--- src/sv/lus_pkg.sv ---
package lus_pkg;

	localparam int COORD_W = 10;
	localparam int COEF_W = 23;
	localparam int GEOM_W = 19;
	localparam int FRAME_WIDTH = 1024;
	localparam int FRAME_HEIGHT = 1024;

	// normalized coordinate, Q.20, range [-2^23, 2^23]
	localparam int NORM_W = 25;
	localparam int DIV_STEPS = 25;
	localparam int DIV_LAT = DIV_STEPS + 2;
	localparam int POST_LAT = 9;
	localparam int LAT = DIV_LAT + POST_LAT;

	typedef enum logic [2:0] {
		REG_K1 = 3'd0,
		REG_K2 = 3'd1,
		REG_P1 = 3'd2,
		REG_P2 = 3'd3,
		REG_FX = 3'd4,
		REG_FY = 3'd5,
		REG_CX = 3'd6,
		REG_CY = 3'd7
	} reg_idx_t;

	localparam logic signed [COEF_W-1:0] K1_RST = -23'sd297175;
	localparam logic signed [COEF_W-1:0] K2_RST = 23'sd77552;
	localparam logic signed [COEF_W-1:0] P1_RST = 23'sd203;
	localparam logic signed [COEF_W-1:0] P2_RST = 23'sd18;
	localparam logic [GEOM_W-1:0] FX_RST = 19'd117415;
	localparam logic [GEOM_W-1:0] FY_RST = 19'd117068;
	localparam logic [GEOM_W-1:0] CX_RST = 19'd94007;
	localparam logic [GEOM_W-1:0] CY_RST = 19'd63584;

endpackage

--- src/sv/lus_div.sv ---
// Pipelined restoring divider: (pix*256 - centre) * 2^20 / focal, truncated, saturated.
module lus_div import lus_pkg::*; (
	input  logic                     clk,
	input  logic                     en,
	input  logic [COORD_W-1:0]       pix,
	input  logic [GEOM_W-1:0]        centre,
	input  logic [GEOM_W-1:0]        focal,
	output logic signed [NORM_W-1:0] quo
);

	logic [GEOM_W-1:0] fz;
	logic signed [20:0] dx;
	logic [19:0] mag;

	logic [19:0] rem_s [0:DIV_STEPS];
	logic [DIV_STEPS-1:0] q_s [0:DIV_STEPS];
	logic [4:0] low_s [0:4];
	logic neg_s [0:DIV_STEPS];
	logic sat_s [0:DIV_STEPS];

	logic [19:0] t_w [1:DIV_STEPS];
	logic ge_w [1:DIV_STEPS];

	logic over;
	logic [23:0] magsat;

	assign fz = (focal == '0) ? 19'd1 : focal;
	assign dx = $signed({3'b0, pix, 8'b0}) - $signed({2'b0, centre});
	assign mag = dx[20] ? 20'(-dx) : dx[19:0];

	always_ff @(posedge clk) begin
		if (en) begin
			rem_s[0] <= {5'b0, mag[19:5]};
			q_s[0] <= '0;
			low_s[0] <= mag[4:0];
			neg_s[0] <= dx[20];
			sat_s[0] <= ({4'b0, mag[19:5]} >= fz);
		end
	end

	for (genvar j = 1; j <= DIV_STEPS; j++) begin : g_step
		localparam int B = DIV_STEPS - j;
		if (B >= 20) begin : g_nb
			assign t_w[j] = {rem_s[j-1][18:0], low_s[j-1][B-20]};
		end else begin : g_zero
			assign t_w[j] = {rem_s[j-1][18:0], 1'b0};
		end
		assign ge_w[j] = (t_w[j] >= {1'b0, fz});

		always_ff @(posedge clk) begin
			if (en) begin
				rem_s[j] <= ge_w[j] ? (t_w[j] - {1'b0, fz}) : t_w[j];
				q_s[j] <= q_s[j-1] | (DIV_STEPS'(ge_w[j]) << B);
				neg_s[j] <= neg_s[j-1];
				sat_s[j] <= sat_s[j-1];
			end
		end

		if (j <= 4) begin : g_low
			always_ff @(posedge clk) begin
				if (en) begin
					low_s[j] <= low_s[j-1];
				end
			end
		end
	end

	assign over = sat_s[DIV_STEPS] || (q_s[DIV_STEPS] > 25'd8388608);
	assign magsat = over ? 24'h800000 : q_s[DIV_STEPS][23:0];

	always_ff @(posedge clk) begin
		if (en) begin
			quo <= neg_s[DIV_STEPS] ? -$signed({1'b0, magsat}) : $signed({1'b0, magsat});
		end
	end

endmodule

--- config.mk ---
export PLATFORM = sky130hd
export DESIGN_NAME = lus_div
export DESIGN_NICKNAME = d
export VERILOG_FILES = /design/src/sv/lus_pkg.sv /design/src/sv/lus_div.sv
export SDC_FILE = /design/constraint.sdc
export NUM_CORES = 2
export LEC_CHECK = 0
export BUFFER_PORTS_ARGS = -buffer_cell sky130_fd_sc_hd__buf_2
export CAP_MARGIN = 20
export CELL_PAD_IN_SITES_DETAIL_PLACEMENT = 2
export CELL_PAD_IN_SITES_GLOBAL_PLACEMENT = 2
export CORE_UTILIZATION = 41
export CTS_BUF_LIST = sky130_fd_sc_hd__clkbuf_4
export DETAILED_ROUTE_END_ITERATION = 12
export GPL_TIMING_DRIVEN = 0
export MAX_ROUTING_LAYER = met4
export PLACE_DENSITY = 0.79
export SLEW_MARGIN = 20
export SYNTH_ARGS = -nofsm -noshare
export SYNTH_HDL_FRONTEND = slang
export SYNTH_SLANG_ARGS = --single-unit
--- constraint.sdc ---
create_clock -name clk -period 6.5 [get_ports clk]
set_clock_uncertainty 0.2 [all_clocks]
set_input_delay 0.65 -clock clk [delete_from_list [all_inputs] [get_ports clk]]
set_output_delay 0.65 -clock clk [all_outputs]
set_load 0.05 [all_outputs]
==> out/results.ini <==
[drt]
dr.pass1.iters=5
wl_per_cell_um=28.4
vias=41978
drc_errors=0
wirelength_um=199000
ant_nets=0
via_per_inst=5.98
dr.first_iter.drc_count=2872

[timing]
fin_crit_ns=6.58
setup_tns_ns=-0.130
max_freq_ghz=0.152
fin_ws_ns=-0.0803
setup_viol=4
tightest_slew_ns=1.11
rsz0062_at_grt=no
period_share=1.01
hold_viol=0
slew_headroom=0.258
slew_violations=0

[logic_synthesis]
synth-edff-count=888
syn-num-nets=5249
synth_simple_gate_area_frac=0.0977
yosysTopAreaCell=edfxtp_1
syn_area_um2=53800
post_synth_num_cell_types=80
yosysWarnings=0
synth_compound_gate_area_share=0.152
muxShareOfSynthArea=0.0438
synthCells=4676
yosysTopAreaCellShare=0.496
ys_ff_latch=888
ys_top_cells_by_area=edfxtp_1 (50%), ha_1 (12%), xnor2_1 (4.6%)
ys_seq_area_frac=0.496
synth-async-reset-ratio=0
synth_xor_area_frac=0.0697
yosys_most_used_dff=edfxtp_1
avgSynthCellArea_um2=11.5
synth_fa_ha_area_frac=0.125
synth_top_family_by_area=compound AO/OA/AOI/OAI gates

[cells_and_area]
drive_above_1_share=0.154
final_common_cell=edfxtp_1
postLayoutCoreUtil=0.467
mostFrequentLayoutCells=edfxtp_1 (888), ha_1 (499), a21oi_1 (457)
fillers=13247
nNetsFinal=5653
syn_to_final_growth_pct=12.8

[cts]
clock_path_buffers=4
numCtsBuffers=279
cts_tree=done
cts.htree.levels=5
cts_sinks=888
cts-root-buf=clkbuf_4
cts_setup_buffers=0
clk-insertion-delay-late_ns=1.29
path_clk_slew_ns=0.08

[grt]
antenna_found_initial=6
grt_use_total=0.304
first_global_vias=46790
grt_overflow=0
grt_max_degree=151
grt_pass1_wl_um=294000

[die]
core_um2=130000
start_util=0.414
rows=132
dieArea_um2=133000
top_level_ports=75
die_height_um=364
die_w_um=364

[setup_path]
cp_slowest_cell=a2111oi_1
cp.arrival_ns=7.47
critPathCaptureType=flop
cp_cell_sequence=buf_2, nor4_2, and4_1, clkbuf_4, a21o_2, clkinv_2, clkbuf_4, buf_16, fa_1, a21o_1, a21oi_1, o21ai_0, a2111oi_1, or3_1, a21oi_1, nor3b_1, o21ai_1, clkbuf_2, clkbuf_2, a21oi_2
worst-setup-path-type=in2reg
crit_fanout=30
cp-start-kind=primary input
worstPathRequired_ns=7.39
cpPeakStageDelay_ns=0.61

[outcome]
violations=negative setup slack
outcome=complete, but fails checks

[placement]
globalplace.congestion=0.880
portBuffers=70
dpl.hpwl_um=134000

[power]
power_frac_clock=0.175
ir_drop_uv=223
power_density_nw_per_um2=534
p_int_mw=18.4
p_leak_nw=23.8
pwr-share-comb=0.506
netSwitchingPower_mw=14.0
power_mw=32.4
power_frac_seq=0.320
switching_share=0.432

[worst_hold_path]
hold_class=in2reg

[job]
cap_violations=0

-- cell usage after synthesis (15+ instances only) --
master and count:
nand4_1 64, inv_1 148, nor4_1 28, a21boi_0 22
fa_1 24, nand2b_1 52, xnor2_1 282, and2_1 25
nor2_1 370, nand2_1 245, o31ai_1 27, o21bai_1 54
a21oi_1 460, or2_2 15, ha_1 499, nor3_1 73
and3_1 26, clkbuf_1 79, a31oi_1 41, nand3_1 48
a211oi_1 37, nor2b_1 51, edfxtp_1 888, o211ai_1 21
a21o_1 180, xor2_1 146, mux2_2 201, or3_1 39
o21a_1 52, o21ai_0 258
-- repair_timing --
item | CTS | global route
hold buffers | 22 | 0
gates cloned | 0 | 0
gates resized for setup | 7 | 17
hold endpoints to repair | 260 | 0
setup endpoints to repair | 160 | 67
-- worst max-delay path, delay by kind of cell --
family / cells / cell delay [ns]
buffers and inverters: 7 / 2.19
and+or+nand+nor: 4 / 1.67
adders and majority gates: 1 / 0.48
AOI/OAI and AO/OA: 8 / 2.42
-- metal layers --
| metal | vias up | wire length (um) | global-route usage |
|---|---|---|---|
| met5 | - | 0 | - |
| met4 | 0 | 12600 | 0.184 |
| met3 | 671 | 8290 | 0.0440 |
| met2 | 1391 | 102000 | 0.534 |
| met1 | 21186 | 75600 | 0.324 |
| li1 | 18730 | - | - |
-- power by group through the flow --
stage               combinational (mW)  clock, mW  sequential [mW]
floorplan                         11.0          0             9.64
global placement                  14.5          0             10.4
detailed placement                15.7          0             10.4
CTS                               16.2       5.79             10.3
global route                      17.5       6.05             10.4
finish                            16.4       5.65             10.4
-- registers in the layout (all words and copies together) (netlist names) --
signal,cells
low_s,15
neg_s,26
q_s,325
quo,25
rem_s,471
sat_s,26
-- layout make-up --
| cell class | count | area (um2) | share of cell area |
|---|---|---|---|
| Antenna cell | 11 | 27.5 | 0.000454 |
| Buffer | 86 | 339 | 0.00559 |
| Clock buffer | 397 | 2980 | 0.0491 |
| Clock inverter | 66 | 315 | 0.00520 |
| Inverter | 150 | 604 | 0.00996 |
| Multi-Input combinational cell | 3552 | 26300 | 0.434 |
| Sequential cell | 888 | 26700 | 0.440 |
| Tap cell | 1742 | 2180 | 0.0359 |
| Timing Repair Buffer | 123 | 1230 | 0.0203 |
-- final timing paths --
check	start	end	slack (ns)	cells after the start
max	focal[11]	rem_s[1][13]$_DFFE_PP_	-0.08	20
min	pix[6]	rem_s[0][9]$_DFFE_PP_	0.08	4
max reg2reg	q_s[25][3]$_DFFE_PP_	quo[4]$_DFFE_PP_	0.51	13
min reg2reg	neg_s[0][4]$_DFFE_PP_	neg_s[0][5]$_DFFE_PP_	0.15	0
-- metrics by stage --
stage,area (um2),setup WS [ns],instances,hold WS [ns]
2_1_floorplan,53800,0.157,4676,0.200
3_3_place_gp,56300,-9.04,6488,0.200
3_5_place_dp,57100,-2.09,6518,0.205
4_1_cts,60600,0.0000426,7003,0.00275
5_1_grt,60700,0.0143,7015,0.0100
6_report,60700,-0.0803,7015,0.0844
-- logic make-up (layout without fill, tap and decap cells) --
logic type,Yosys count,in the layout
XOR/XNOR,428,428
adder cells (fa/ha/maj),523,523
other,0,11
buffers and inverters,236,822
AO/OA/AOI/OAI,1303,1303
flip-flops,888,888
multiplexers,210,210
AND/OR/NAND/NOR,1088,1088
(Power assumes the default switching activity.)
